**config.mk**
```make
export PLATFORM = sky130hd
export DESIGN_NAME = ptw_ctrl
export DESIGN_NICKNAME = d
export VERILOG_FILES = /design/src/hdl/ptw_pkg.sv /design/src/hdl/ptw_ctrl.sv
export SDC_FILE = /design/constraint.sdc
export NUM_CORES = 1
export LEC_CHECK = 0
export BUFFER_PORTS_ARGS = -buffer_cell sky130_fd_sc_hd__buf_2
export CAP_MARGIN = 20
export CORE_AREA = 2 2 39 41
export DETAILED_ROUTE_END_ITERATION = 8
export DIE_AREA = 0 0 41 43
export GPL_TIMING_DRIVEN = 0
export HOLD_SLACK_MARGIN = 0.1
export SKIP_LAST_GASP = 1
export SYNTH_ARGS = -nofsm -noshare
export SYNTH_HDL_FRONTEND = slang
export SYNTH_SLANG_ARGS = --single-unit
export TNS_END_PERCENT = 100
```
**constraint.sdc**
```tcl
create_clock -name clock -period 2.5 [get_ports clock]
set_input_delay 0.25 -clock clock [delete_from_list [all_inputs] [get_ports clock]]
set_output_delay 0.25 -clock clock [all_outputs]
set_load 0.1 [all_outputs]
```
**src/hdl/ptw_pkg.sv**
```systemverilog
// Shared types and constants for the four-level page table walker.
// No dependencies; used by ptw_ctrl, ptw_dp and four_level_page_table_walker.
package ptw_pkg;

   // Geometry of one table and of an entry
   localparam int unsigned IDX_W      = 9;
   localparam int unsigned ENTRIES    = 512;
   localparam int unsigned ENTRY_W    = 52;
   localparam int unsigned PAGE_W     = 40;
   localparam int unsigned OFFSET_W   = 12;
   localparam int unsigned VPN_W      = 36;
   localparam logic [OFFSET_W-1:0] LINK_FLAGS_DEFAULT = 12'h007;

   // Request operation codes
   typedef enum logic [1:0] {
      OP_MAP   = 2'd0,
      OP_UNMAP = 2'd1,
      OP_XLATE = 2'd2,
      OP_NONE  = 2'd3
   } op_type;

   // Response status codes
   typedef enum logic [1:0] {
      RSP_DONE       = 2'd0,
      RSP_ABSENT     = 2'd1,
      RSP_POOL_EMPTY = 2'd2
   } status_type;

   // Request word
   typedef struct packed {
      logic [1:0]  op;
      logic [47:0] virt_addr;
      logic [51:0] page_addr;
      logic [11:0] flags;
   } req_type;

   // Response word
   typedef struct packed {
      logic [51:0] result_addr;
      logic [1:0]  status;
   } rsp_type;

   // Sequencer states
   typedef enum logic [2:0] {
      S_CLEAR,
      S_IDLE,
      S_LOOKUP,
      S_EVAL,
      S_FINISH
   } state_type;

   // Commands from the sequencer to the datapath
   typedef struct packed {
      logic       clear_step;
      logic       accept;
      logic       link_new;
      logic       link_follow;
      logic       leaf_write;
      logic       set_res;
      status_type res_status;
      logic       res_from_entry;
      logic       emit;
   } cmd_type;

   // Status from the datapath to the sequencer
   typedef struct packed {
      logic clear_last;
      logic in_op_none;
      logic op_xlate;
      logic level_last;
      logic entry_present;
      logic link_bad;
      logic pool_empty;
      logic rsp_free;
   } sts_type;

endpackage

```
**src/hdl/ptw_ctrl.sv**
```systemverilog
// Walk sequencer: state machine that drives the datapath by commands.
// Depends on ptw_pkg.
module ptw_ctrl (
   input  logic              clock,
   input  logic              reset,
   input  logic              req_valid,
   output logic              req_stall,
   input  ptw_pkg::sts_type  sts,
   output ptw_pkg::cmd_type  cmd
);

   ptw_pkg::state_type state_ff, state_in;

   // State register
   always_ff @(posedge clock) begin
      if (reset) begin
         state_ff <= ptw_pkg::S_CLEAR;
      end else begin
         state_ff <= state_in;
      end
   end

   // Next state
   always_comb begin
      state_in = state_ff;
      unique case (state_ff)
         ptw_pkg::S_CLEAR: begin
            if (sts.clear_last) state_in = ptw_pkg::S_IDLE;
         end
         ptw_pkg::S_IDLE: begin
            if (req_valid) begin
               state_in = sts.in_op_none ? ptw_pkg::S_FINISH : ptw_pkg::S_LOOKUP;
            end
         end
         ptw_pkg::S_LOOKUP: begin
            // map and unmap write the leaf without reading it
            if (sts.level_last && !sts.op_xlate) state_in = ptw_pkg::S_FINISH;
            else                                 state_in = ptw_pkg::S_EVAL;
         end
         ptw_pkg::S_EVAL: begin
            priority if (sts.level_last)                         state_in = ptw_pkg::S_FINISH;
            else if (sts.entry_present && sts.link_bad)          state_in = ptw_pkg::S_FINISH;
            else if (!sts.entry_present && sts.pool_empty)       state_in = ptw_pkg::S_FINISH;
            else                                                 state_in = ptw_pkg::S_LOOKUP;
         end
         ptw_pkg::S_FINISH: begin
            if (sts.rsp_free) state_in = ptw_pkg::S_IDLE;
         end
         default: state_in = ptw_pkg::S_CLEAR;
      endcase
   end

   // Outputs
   always_comb begin
      cmd.clear_step     = 1'b0;
      cmd.accept         = 1'b0;
      cmd.link_new       = 1'b0;
      cmd.link_follow    = 1'b0;
      cmd.leaf_write     = 1'b0;
      cmd.set_res        = 1'b0;
      cmd.res_status     = ptw_pkg::RSP_DONE;
      cmd.res_from_entry = 1'b0;
      cmd.emit           = 1'b0;
      req_stall          = 1'b1;
      unique case (state_ff)
         ptw_pkg::S_CLEAR: begin
            cmd.clear_step = 1'b1;
         end
         ptw_pkg::S_IDLE: begin
            req_stall  = 1'b0;
            cmd.accept = req_valid;
            // unused op answers at once
            cmd.set_res = req_valid && sts.in_op_none;
         end
         ptw_pkg::S_LOOKUP: begin
            if (sts.level_last && !sts.op_xlate) begin
               cmd.leaf_write = 1'b1;
               cmd.set_res    = 1'b1;
            end
         end
         ptw_pkg::S_EVAL: begin
            priority if (sts.level_last) begin
               cmd.set_res        = 1'b1;
               cmd.res_from_entry = sts.entry_present;
               cmd.res_status     = sts.entry_present ? ptw_pkg::RSP_DONE
                                                      : ptw_pkg::RSP_ABSENT;
            end else if (sts.entry_present) begin
               if (sts.link_bad) begin
                  cmd.set_res    = 1'b1;
                  cmd.res_status = ptw_pkg::RSP_POOL_EMPTY;
               end else begin
                  cmd.link_follow = 1'b1;
               end
            end else begin
               if (sts.pool_empty) begin
                  cmd.set_res    = 1'b1;
                  cmd.res_status = ptw_pkg::RSP_POOL_EMPTY;
               end else begin
                  cmd.link_new = 1'b1;
               end
            end
         end
         ptw_pkg::S_FINISH: begin
            cmd.emit = sts.rsp_free;
         end
         default: begin
            req_stall = 1'b1;
         end
      endcase
   end

endmodule

```
==> metrics.md <==
| Metric | Value |
|---|---|
| Outcome | completed |
| Worst Setup End Kind | primary output |
| Clk pwr share | 0.334 |
| Switching portion of total power | 0.429 |
| P_leak | 0.266 nW |
| Syn Inst Count | 46 |
| R2R setup slack | ~1300 ps |
| Setup_tns | 0 ps |
| Max reg flops | 3 |
| Ports | 22 |
| FP Rows | 14 |
| Syn nets | 57 |
| Commonest cells in the netlist | 4 x inv_1, 4 x nand2_1, 4 x nor2_1 |
| CTS buffer count | 3 |
| Clock Sinks | 3 |
| Max Clock Freq | around 540 MHz |
| Registers with the most flip-flops | state_ff: 3 flops |
| P&R area growth vs syn | 51.1% |
| DRT antenna net count | 0 |
| DPL Wire Length | slightly below 700 um |
| Switching power total | approximately 0.00011 W |
| DR pass1 iterations | 4 |
| Worst min-delay path class | input pin to flop |
| DRT iter0 DRCs | 4 |
| Vias per cell | between 4 and 5 |
| Internal | roughly 0.00014 W |
| FF+latch area | 60.1 sq um |
| GPL Wtd Cong | slightly below 0.8 |
| Peak VDD IR | 0.000181 V |
| Crit-path max FO | 9 |
| Wire length per cell | slightly below 10 um |
| Worst-Margin Slew | 487 ps |
| Final hold vios | 0 |
| Layout Nets | between 80 and 90 |
| Slowest cell on the critical path | buf_2 |
| First-pass GRT wire length | between 1 and 1.5 mm |
| Vias in the first global route | 310 |
| Root buffer cell | clkbuf_4 |
| Critical Path RT | between 2000 and 2500 ps |
| Initial antenna violation count | 0 |
| Warnings from Yosys | 0 |
| Power share of the sequential group | 0.209 |
| H-tree levels | 1 |
| Max clock buf depth | 2 |
| Top reg by flops | state_ff |
| Final Cycle Share | 0.744 |
| Cts hold-fix bufs | 0 |
| #FFs+latches synth | 3 |
| Max stage delay on crit path | roughly 440 ps |
| DRC | 0 |
| Main synth FF type | dfxtp_1 |
| Largest cells by area after synthesis | dfxtp_1 18%, buf_6 6.7%, inv_1 4.5%, nand2_1 4.5%, nor2_1 4.5% |
| Yosys cell types | 27 |
| Layout cells sized above 1 | 0.507 |
| Initial Util | 0.242 |
| Synth top area share | 0.179 |
| Instance area at placement | around 480 sq um |
| Yosys top cell by area | dfxtp_1 |
| Cts repair resizes | 0 |
| Worst-path clk slew | 40 ps |
| Grt total ovfl | 0 |
| Maxcap violations | 0 |
| Seq/Total Area, Yosys | 0.179 |
| Tmin final | ~1900 ps |
| WS Path Type | flop to primary output |
| Fillers | between 150 and 200 |
| Ant. Diodes | 0 |
| Die Wd | approximately 41 um |
| Fin Hold WS | around 210 ps |
| Slew Viols, Final | 0 |
| Syn avg cell area | 7.29 sq um |
| Via count | about 400 |
| Largest net degree at the start of global routing | 11 |
| Port Buffers | 21 |
| CP arrival | between 1500 and 2000 ps |
| Total Routing Usage GR | 0.103 |
| Fin Clk Skew | roughly 2.4 ps |
| Die area | approximately 1800 sq um |
| Critical Path Source Type | flop |
| Core area | between 1000 and 1500 sq um |
| Post-layout instance area | between 500 and 600 sq um |
| Die Y | around 43 um |
| Power Dens Cells | between 400 and 500 nW/um^2 |
| Multi-input logic area | approximately 250 sq um |
| Post-synth ARST share | 0 |
| RSZ-0062 raised after global routing | false |
| CTS tree | built |
| Post-detailed-routing wire length | around 840 um |
| Critical path cell sequence | buf_6, and3b_2, nand2b_2, nor3b_2, buf_2 |
| Post-Syn Area | around 340 sq um |
| Post-CTS Setup Inserts | 0 |
| Finish-stage setup viols | 0 |
| Relative max-transition margin | 0.677 |
| Clock latency on the worst-skew pair | approximately 230 ps |
| EDFF count, synth | 0 |
| Combinational Power Share | 0.457 |
==> cell type report <==
type	count	share of cell area
tap	16	0.0395
buffer	3	0.0593
sequential	3	0.119
clock buffer	4	0.0519
inverter	4	0.0296
timing repair buffer	21	0.207
multi-input combinational	36	0.494
==> cell usage in the layout (no fill, tap or decap), types with 2 or more instances in the layout <==
master and n:
buf_2 21, inv_1 4, nor2_1 4, nand2_1 4
clkbuf_4 3, dfxtp_1 3, buf_6 2, and3_1 2
nor3_2 2, nor2b_1 2, a21oi_1 2, o22ai_1 2
==> power groups by stage <==
| stage | combinational [W] | clock [W] | sequential, W |
|---|---|---|---|
| 2_1_floorplan | 0.0000921 | 0 | 0.0000530 |
| 3_3_place_gp | 0.000115 | 0 | 0.0000532 |
| 3_5_place_dp | 0.000115 | 0 | 0.0000532 |
| 4_1_cts | 0.000116 | 0.0000860 | 0.0000525 |
| 5_1_grt | 0.000122 | 0.0000922 | 0.0000527 |
| 6_report | 0.000115 | 0.0000839 | 0.0000525 |
==> routing by layer <==
metal	GRT usage	vias up	wire length, um
li1	-	212	-
met3	0.0157	2	59
met4	0.0600	0	17
met1	0.128	173	374
met5	0	-	0
met2	0.159	19	386
==> stage by stage <==
| stage | setup slack (ps) | instances | util | total power, W |
|---|---|---|---|---|
| final | 640 | 87 | 0.366 | 0.000251 |
| after floorplan | 138 | 46 | - | 0.000145 |
| after detailed placement | 843 | 83 | 0.347 | 0.000169 |
| after CTS | 628 | 87 | 0.366 | 0.000254 |
| after global routing | 553 | 87 | 0.366 | 0.000267 |
| after global placement | 854 | 83 | 0.347 | 0.000168 |
==> worst max-delay path, delay by kind of cell (launching register included) <==
family / cells / cell delay (ps)
flip-flops: 1 / 300
buffers and inverters: 2 / 570
AND/OR/NAND/NOR: 3 / 510
==> logic make-up (layout without fill, tap and decap cells) <==
group,count (synthesis),in the layout,share of synthesized area
buffers and inverters,7,32,0.134
flip-flops,3,3,0.179
multiplexers,1,1,0.0336
AND/OR/NAND/NOR,25,25,0.448
AO/OA/AOI/OAI,10,10,0.205
==> path summary, 6_finish.rpt <==
path                                  from                       end  depth (start not counted)
setup reg to reg  state_ff[2]$_SDFFE_PP0P_  state_ff[1]$_SDFFE_PP0P_                          5
hold / removal                       reset  state_ff[0]$_SDFFE_PP0P_                          2
hold reg to reg   state_ff[1]$_SDFFE_PP0P_  state_ff[0]$_SDFFE_PP0P_                          3
setup / recovery  state_ff[2]$_SDFFE_PP0P_                    cmd[6]                          5
No activity file was read; power rests on OpenSTA's default activity.
